$ cat config.mk
export PLATFORM = sky130hd
export DESIGN_NAME = waveform_channel_hit_extractor_core
export DESIGN_NICKNAME = d
export VERILOG_FILES = /design/src/hw/rtl/wche_pkg.sv /design/src/hw/rtl/waveform_channel_hit_extractor_core.sv
export SDC_FILE = /design/constraint.sdc
export NUM_CORES = 2
export LEC_CHECK = 0
export BUFFER_PORTS_ARGS = -buffer_cell sky130_fd_sc_hd__buf_4
export CAP_MARGIN = 20
export CORE_UTILIZATION = 65
export DETAILED_ROUTE_END_ITERATION = 6
export GPL_ROUTABILITY_DRIVEN = 0
export MAX_ROUTING_LAYER = met4
export PLACE_DENSITY = 0.82
export SYNTH_ARGS = -nofsm -noshare
export SYNTH_HDL_FRONTEND = slang
export SYNTH_SLANG_ARGS = --single-unit
$ cat constraint.sdc
create_clock -name clk -period 15.5 [get_ports clk]
set_input_delay 3.1 -clock clk [delete_from_list [all_inputs] [get_ports clk]]
set_output_delay 3.1 -clock clk [all_outputs]
set_load 0.02 [all_outputs]
$ cat src/hw/rtl/wche_pkg.sv
// ----------------------------------------------------------------------------
// wche_pkg
// Shared types and constants for the waveform channel hit extractor.
// ----------------------------------------------------------------------------
`default_nettype none

package wche_pkg;

    localparam int NUM_CHANNELS_DEF = 48;

    localparam int CH_W     = 6;
    localparam int ADC_W    = 16;
    localparam int TDC_W    = 15;
    localparam int TIME_W   = 16;
    localparam int CFG_IDX_W = 1;
    localparam int CFG_DATA_W = 16;

    // Configuration register indexes
    localparam logic [CFG_IDX_W-1:0] REG_ADC_THRESHOLD = 1'd0;
    localparam logic [CFG_IDX_W-1:0] REG_SECOND_HIT    = 1'd1;

    localparam logic [ADC_W-1:0] ADC_THRESHOLD_RST = 16'd1;

    // Fastest count that means "no hit seen"
    localparam logic [TDC_W-1:0] TDC_NONE = 15'h7fff;
    // Borrow bit folded into the trigger time on wrap
    localparam logic [TIME_W-1:0] TIME_BORROW = 16'h8000;

    typedef struct packed {
        logic [ADC_W-1:0] charge_acc;
        logic [TDC_W-1:0] fastest_tdc;
        logic [TDC_W-1:0] previous_fastest_tdc;
    } entry_t;

    localparam entry_t ENTRY_RESET = '{
        charge_acc:           '0,
        fastest_tdc:          TDC_NONE,
        previous_fastest_tdc: TDC_NONE
    };

endpackage

`default_nettype wire

$ cat src/hw/rtl/waveform_channel_hit_extractor_core.sv
// ----------------------------------------------------------------------------
// waveform_channel_hit_extractor_core
// Per-channel charge sum and fastest TDC tracking, hit emission on last sample.
// ----------------------------------------------------------------------------
// A result passes through the stage 1 register and then the output register
// before it is driven on m_tdata; a stall on the output can hold it in stage 1.
// Throughput: one sample per cycle while the output is free; a sample that gives
// two results is sent as two beats by the single output register, holding stage 1.
// Channel state sits in a one-write, one-read memory; a per-channel valid flag,
// cleared by reset at once, makes an unwritten entry read as its reset value.
// Reset also restores threshold 1 and second-hit mode off. No clearing pass.
`default_nettype none

module waveform_channel_hit_extractor_core
    import wche_pkg::*;
#(
    parameter int NUM_CHANNELS = NUM_CHANNELS_DEF
)
(
    input  wire logic                  clk,
    input  wire logic                  rst_n,

    input  wire logic                  cfg_we,
    input  wire logic [CFG_IDX_W-1:0]  cfg_index,
    input  wire logic [CFG_DATA_W-1:0] cfg_data,

    input  wire logic                  s_tvalid,
    output logic                       s_tready,
    // [5:0] channel, [21:6] adc_sample, [37:22] tdc_word,
    // [53:38] trigger_time, [55:54] zero
    input  wire logic [55:0]           s_tdata,
    input  wire logic                  s_tlast,       // final_sample

    output logic                       m_tvalid,
    input  wire logic                  m_tready,
    // [5:0] hit_channel, [21:6] hit_time, [37:22] charge_sum, [39:38] zero
    output logic [39:0]                m_tdata,
    output logic                       m_tuser,       // is_second
    output logic                       m_tlast        // last
);

    localparam int IDX_W = (NUM_CHANNELS > 1) ? $clog2(NUM_CHANNELS) : 1;

    // ------------------------------------------------------------------------
    // Configuration
    // ------------------------------------------------------------------------
    logic [ADC_W-1:0] adc_threshold_reg;
    logic             second_hit_enable_reg;

    always_ff @(posedge clk or negedge rst_n)
    begin
        if (!rst_n)
        begin
            adc_threshold_reg     <= ADC_THRESHOLD_RST;
            second_hit_enable_reg <= 1'b0;
        end
        else if (cfg_we)
        begin
            case (cfg_index)
                REG_ADC_THRESHOLD: adc_threshold_reg <= cfg_data;
                REG_SECOND_HIT:    second_hit_enable_reg <= cfg_data[0];
                default:           ;
            endcase
        end
    end

    // ------------------------------------------------------------------------
    // Input unpack
    // ------------------------------------------------------------------------
    logic [CH_W-1:0]   in_channel;
    logic [ADC_W-1:0]  in_adc;
    logic [15:0]       in_tdc_word;
    logic [TIME_W-1:0] in_trigger;
    logic [IDX_W-1:0]  in_idx;
    logic              in_accept;

    assign in_channel  = s_tdata[5:0];
    assign in_adc      = s_tdata[21:6];
    assign in_tdc_word = s_tdata[37:22];
    assign in_trigger  = s_tdata[53:38];
    assign in_idx      = IDX_W'(in_channel);
    assign in_accept   = s_tvalid && s_tready;

    // ------------------------------------------------------------------------
    // Stage 1: registered sample plus registered entry read
    // ------------------------------------------------------------------------
    logic              s1_valid_reg;
    logic [CH_W-1:0]   s1_channel_reg;
    logic [ADC_W-1:0]  s1_adc_reg;
    logic [15:0]       s1_tdc_word_reg;
    logic              s1_final_reg;
    logic [TIME_W-1:0] s1_trigger_reg;
    logic              s1_in_range_reg;

    entry_t            mem [NUM_CHANNELS];
    logic              entry_vld_reg [NUM_CHANNELS];
    entry_t            rd_data_reg;
    logic              rd_vld_reg;
    entry_t            byp_reg;
    logic              use_byp_reg;

    logic              out_free;
    logic              s1_adv;
    logic [IDX_W-1:0]  s1_idx;

    assign s1_adv   = s1_valid_reg && out_free;
    assign s_tready = !s1_valid_reg || out_free;
    assign s1_idx   = IDX_W'(s1_channel_reg);

    always_ff @(posedge clk or negedge rst_n)
    begin
        if (!rst_n)
        begin
            s1_valid_reg <= 1'b0;
        end
        else if (s_tready)
        begin
            s1_valid_reg <= s_tvalid;
        end
    end

    always_ff @(posedge clk)
    begin
        if (in_accept)
        begin
            s1_channel_reg  <= in_channel;
            s1_adc_reg      <= in_adc;
            s1_tdc_word_reg <= in_tdc_word;
            s1_final_reg    <= s_tlast;
            s1_trigger_reg  <= in_trigger;
            s1_in_range_reg <= (32'(in_channel) < NUM_CHANNELS);
        end
    end

    // ------------------------------------------------------------------------
    // Entry update
    // ------------------------------------------------------------------------
    entry_t            cur;
    entry_t            upd;
    entry_t            wr_entry;
    logic [TDC_W-1:0]  tdc_cnt;
    logic              take_tdc;
    logic              hit;
    logic              two_results;
    logic [TIME_W-1:0] trig_adj;
    logic [TIME_W-1:0] first_time;
    logic              s1_commit;

    always_comb
    begin
        if (use_byp_reg)
            cur = byp_reg;
        else if (rd_vld_reg)
            cur = rd_data_reg;
        else
            cur = ENTRY_RESET;

        upd = cur;
        if (s1_adc_reg > adc_threshold_reg)
            upd.charge_acc = cur.charge_acc + s1_adc_reg;

        tdc_cnt  = s1_tdc_word_reg[TDC_W-1:0];
        take_tdc = s1_tdc_word_reg[15] && (tdc_cnt != '0) && (tdc_cnt < cur.fastest_tdc);
        if (take_tdc)
        begin
            upd.previous_fastest_tdc = cur.fastest_tdc;
            upd.fastest_tdc          = tdc_cnt;
        end

        hit         = s1_in_range_reg && s1_final_reg && (upd.fastest_tdc != TDC_NONE);
        two_results = hit && second_hit_enable_reg;

        // Borrow from bit 15 when the trigger precedes the fastest count
        if (s1_trigger_reg < {1'b0, upd.fastest_tdc})
            trig_adj = s1_trigger_reg | TIME_BORROW;
        else
            trig_adj = s1_trigger_reg;
        first_time = trig_adj - {1'b0, upd.fastest_tdc};

        wr_entry  = s1_final_reg ? ENTRY_RESET : upd;
        s1_commit = s1_adv && s1_in_range_reg;
    end

    // Entry storage: written on a non-final commit, read on accept
    always_ff @(posedge clk)
    begin
        if (s1_commit && !s1_final_reg)
            mem[s1_idx] <= upd;
        if (in_accept)
            rd_data_reg <= mem[in_idx];
    end

    always_ff @(posedge clk or negedge rst_n)
    begin
        if (!rst_n)
        begin
            for (int i = 0; i < NUM_CHANNELS; i++)
                entry_vld_reg[i] <= 1'b0;
            rd_vld_reg  <= 1'b0;
            use_byp_reg <= 1'b0;
        end
        else
        begin
            if (s1_commit)
                entry_vld_reg[s1_idx] <= !s1_final_reg;
            if (in_accept)
            begin
                rd_vld_reg  <= entry_vld_reg[in_idx];
                // Forward the entry being written this cycle to the same channel
                use_byp_reg <= s1_commit && (s1_channel_reg == in_channel);
            end
        end
    end

    always_ff @(posedge clk)
    begin
        if (in_accept)
            byp_reg <= wr_entry;
    end

    // ------------------------------------------------------------------------
    // Output register: one or two beats per hit
    // ------------------------------------------------------------------------
    logic              out_valid_reg;
    logic              out_phase_reg;
    logic              out_two_reg;
    logic [CH_W-1:0]   out_channel_reg;
    logic [TIME_W-1:0] out_time_reg;
    logic [TIME_W-1:0] out_prev_reg;
    logic [ADC_W-1:0]  out_sum_reg;
    logic              out_final_beat;
    logic [TIME_W-1:0] out_hit_time;

    assign out_final_beat = (out_phase_reg == out_two_reg);
    assign out_free       = !out_valid_reg || (m_tready && out_final_beat);
    assign out_hit_time   = out_phase_reg ? out_prev_reg : out_time_reg;

    always_ff @(posedge clk or negedge rst_n)
    begin
        if (!rst_n)
        begin
            out_valid_reg <= 1'b0;
            out_phase_reg <= 1'b0;
            out_two_reg   <= 1'b0;
        end
        else if (s1_adv)
        begin
            out_valid_reg <= hit;
            out_phase_reg <= 1'b0;
            out_two_reg   <= two_results;
        end
        else if (out_valid_reg && m_tready)
        begin
            if (out_final_beat)
                out_valid_reg <= 1'b0;
            else
                out_phase_reg <= 1'b1;
        end
    end

    always_ff @(posedge clk)
    begin
        if (s1_adv)
        begin
            out_channel_reg <= s1_channel_reg;
            out_time_reg    <= first_time;
            out_prev_reg    <= {1'b0, upd.previous_fastest_tdc};
            out_sum_reg     <= upd.charge_acc;
        end
    end

    assign m_tvalid = out_valid_reg;
    assign m_tdata  = {2'b00, out_sum_reg, out_hit_time, out_channel_reg};
    assign m_tuser  = out_phase_reg;
    assign m_tlast  = out_final_beat;

    // ------------------------------------------------------------------------
    // Assertions
    // ------------------------------------------------------------------------
    a_second_needs_mode: assert property (@(posedge clk) disable iff (!rst_n)
        m_tvalid && m_tuser |-> second_hit_enable_reg)
        else $error("second-hit beat with second-hit mode off");

    a_first_of_two_not_second: assert property (@(posedge clk) disable iff (!rst_n)
        m_tvalid && !m_tlast |-> !m_tuser)
        else $error("non-final beat marked as second hit");

    a_second_follows: assert property (@(posedge clk) disable iff (!rst_n)
        m_tvalid && m_tready && !m_tlast |=> m_tvalid && m_tuser && m_tlast)
        else $error("second-hit beat missing after first beat");

    a_bypass_on_same_channel: assert property (@(posedge clk) disable iff (!rst_n)
        in_accept && s1_commit && (s1_channel_reg == in_channel) |=> use_byp_reg)
        else $error("same-channel entry not forwarded");

    a_no_accept_when_blocked: assert property (@(posedge clk) disable iff (!rst_n)
        s1_valid_reg && out_valid_reg && !m_tready |-> !s_tready)
        else $error("sample accepted while stage 1 is blocked");

endmodule

`default_nettype wire
==> results.json <==
{
  "rrSetupSlack_ps": 7550,
  "drv_slew": 0,
  "rows": 141,
  "coreArea_um2": 148000,
  "drt_iter0_drc": 10434,
  "crit_start": "use_byp_reg",
  "synth_largest_area_cell": "edfxtp_1",
  "tightestPinTransition_ps": 1340,
  "grt_use_total_pct": 40.7,
  "status": "finished, violations left",
  "synth-async-reset-ratio_pct": 2.86,
  "clkLatencyLatePin_ps": 880,
  "postCtsSetupBuffers": 0,
  "hp-start": "entry_vld_reg[0]",
  "reg2reg_to": "out_time_reg[13]",
  "overflow": 0,
  "pwr_density_cell_nw_per_um2": 137,
  "switching_power_mw": 3.59,
  "clock_path_buffers": 3,
  "wl_mm": 297,
  "yosysSeqAreaShare_pct": 76.6,
  "p_sw_share_pct": 24.0,
  "synth_ff_type": "edfxtp_1",
  "antenna_found_initial": 7,
  "final_nets": 4720,
  "avgViaCountPerCell": 7.81,
  "finalPower_mw": 14.9,
  "grt_pass1_vias": 52539,
  "wl_per_cell_um": 44.2,
  "busiest_layer": "met2",
  "hold_violations": 0,
  "num_io_pins": 123,
  "cts_root_buf": "clkbuf_16",
  "yosys_warnings": 0,
  "drtAntennaViolNets": 0,
  "use_met3_pct": 11.7,
  "drc": 278,
  "violations": "design-rule violations",
  "start_kind": "register",
  "drive_above_1_share_pct": 30.1,
  "drt_pre_antenna_iters": 7,
  "avgSynthCellArea_um2": 22.3,
  "worstPathRequired_ps": 16130,
  "crit_path_end_kind": "register",
  "worstPathMaxFanout": 29,
  "rsz0062_at_grt": "no",
  "io_buffers": 118,
  "vdd_drop_max_v": 0.000128,
  "arrival_ps": 8580,
  "post-route-period-util_pct": 51.3,
  "p_clk_share_pct": 38.5,
  "power_frac_comb_pct": 9.2,
  "layout_common_cells": "edfxtp_1 (2409), mux4_2 (705), clkbuf_16 (227)",
  "synth_area_leaders": "edfxtp_1 (75%), mux4_2 (16%), dfrtp_1 (1.8%)",
  "syn-cell-area_um2": 96800,
  "clock_sinks": 2480,
  "synth_top_area_share_pct": 74.7,
  "hold_path_depth": 2,
  "grt_max_degree": 122,
  "ys_types": 70,
  "fin_skew_ps": 39.9,
  "cts_buffers": 225,
  "fin_util_pct": 73.6,
  "worstRegToRegCells": 22,
  "finalSetupTns_ps": 0,
  "place_hpwl_mm": 133,
  "min_to": "entry_vld_reg[0]",
  "finalNonFillerCells": 6719,
  "fin_ws_ps": 7550,
  "path_clk_slew_ps": 60,
  "syn_inst": 4340,
  "cts-resized-gates": 0,
  "htree_num_levels": 4,
  "setup_viol": 0,
  "p_leak_nw": 34.6,
  "die_h_um": 388,
  "dieArea_um2": 151000,
  "period_needed_ps": 7950,
  "cts_hold_buf": 0,
  "worst_hold_path_type": "register to register",
  "max_cap_viol_count": 0,
  "placed_cells": 6263,
  "met1_usage_pct": 50.3,
  "power_frac_seq_pct": 52.4,
  "p_int_mw": 11.3,
  "dp_slack_ps": 7650,
  "final_common_cell": "edfxtp_1",
  "fillers": 7283,
  "rr_startpoint": "use_byp_reg",
  "die_w_um": 388,
  "ys_seq_elements": 2480,
  "via_count": 52458,
  "use_met2_pct": 61.2,
  "slew_headroom_pct": 10.3,
  "synth-edff-count": 2409,
  "cts_tree": "done",
  "grt_pass1_wl_mm": 405,
  "area_growth_pct": 12.3,
  "fmax_ghz": 0.126,
  "largest_reg_flops": 2208,
  "critical_path_class": "register to register",
  "initial_utilization_pct": 65.5
}
[critical path: stages, from the launching register on]
cell      delay, ps
dfrtp_1         340
buf_4           550
inv_1           130
buf_4           330
o22ai_1         840
ha_1            420
and4_1          280
a21oi_1         180
o21ai_0         130
nor3_2          450
and3_1          870
nor2_1          110
a21oi_1         770
ha_1            470
a21o_1          230
a21o_1          190
a21oi_1         190
nor2b_1          70
o21ai_0         230
a21boi_0        140
a311o_1         340
a21oi_1         210
xnor2_1         220
[cell families after synthesis]
group / count (synthesis) / synth area share, %
AOI/OAI and AO/OA: 347 / 2.27
xor gates and xnor gates: 32 / 0.289
adders and majority gates: 54 / 0.713
buffers and inverters: 288 / 1.14
DFF: 2480 / 76.6
muxes: 784 / 17.3
other: 1 / 0.00387
and+or+nand+nor: 354 / 1.79
[layout make-up]
class	count	area (um^2)	share of cell area (%)
flip-flops and latches	2480	74100	68.1
clock buffers	271	5880	5.40
inverters	51	201	0.185
repair buffers	256	2490	2.29
clock inverters	148	1530	1.40
diodes	10	25.0	0.0230
well taps	1930	2410	2.22
multi-input cells	1573	22100	20.3
[cells in the mapped netlist (5+ instances only)]
library cell,number
clkbuf_1,171
nand4_1,10
nand2_1,97
a31oi_1,9
inv_1,50
or2_2,24
ha_1,52
a22o_1,15
nor2_1,104
xor2_1,14
a21oi_1,44
a211oi_1,5
xnor2_1,18
o21a_1,8
nand3_1,13
o211ai_1,5
nor4_1,9
o221ai_1,12
mux4_2,705
a21o_1,12
dfrtp_1,70
nor3_1,9
buf_2,5
nand2b_1,26
o22ai_1,13
nand3b_1,7
mux2_2,29
o21ai_0,157
edfxtp_1,2409
or3_1,5
o31ai_1,38
buf_1,58
nor2b_1,30
mux2i_1,50
[metrics by stage]
step                      cell area (um^2)  hold slack [ps]
after global routing                109000              543
after CTS                           108000              511
after floorplan                      96800              424
final                               109000              522
after global placement              101000              484
after detailed placement            101000              494
[layer usage]
metal	routed length (um)	share of wire (%)	vias to the layer above
li1	-	-	18809
met1	88300	30	26225
met2	141000	47	6014
met3	47600	16	1410
met4	20400	6.9	0
met5	0	0	-
[power groups by stage]
stage               Sequential, mW  Clock (mW)  Combinational [mW]
floorplan                     7.95           0               0.763
global placement              7.95           0                1.16
detailed placement            7.95           0                1.22
CTS                           7.82        5.71                1.28
global route                  7.82        5.95                1.40
finish                        7.82        5.74                1.37
[worst max-delay path by stage]
stage,depth (start not counted),endpoint,slack [ps]
floorplan,8,mem[34][0],5780
global placement,8,rd_data_reg[12],7660
finish,22,out_time_reg[13],7550
detailed placement,8,rd_data_reg[12],7650
global route,22,out_time_reg[13],7750
CTS,22,out_time_reg[13],8230
No activity file was read; power rests on OpenSTA's default activity.
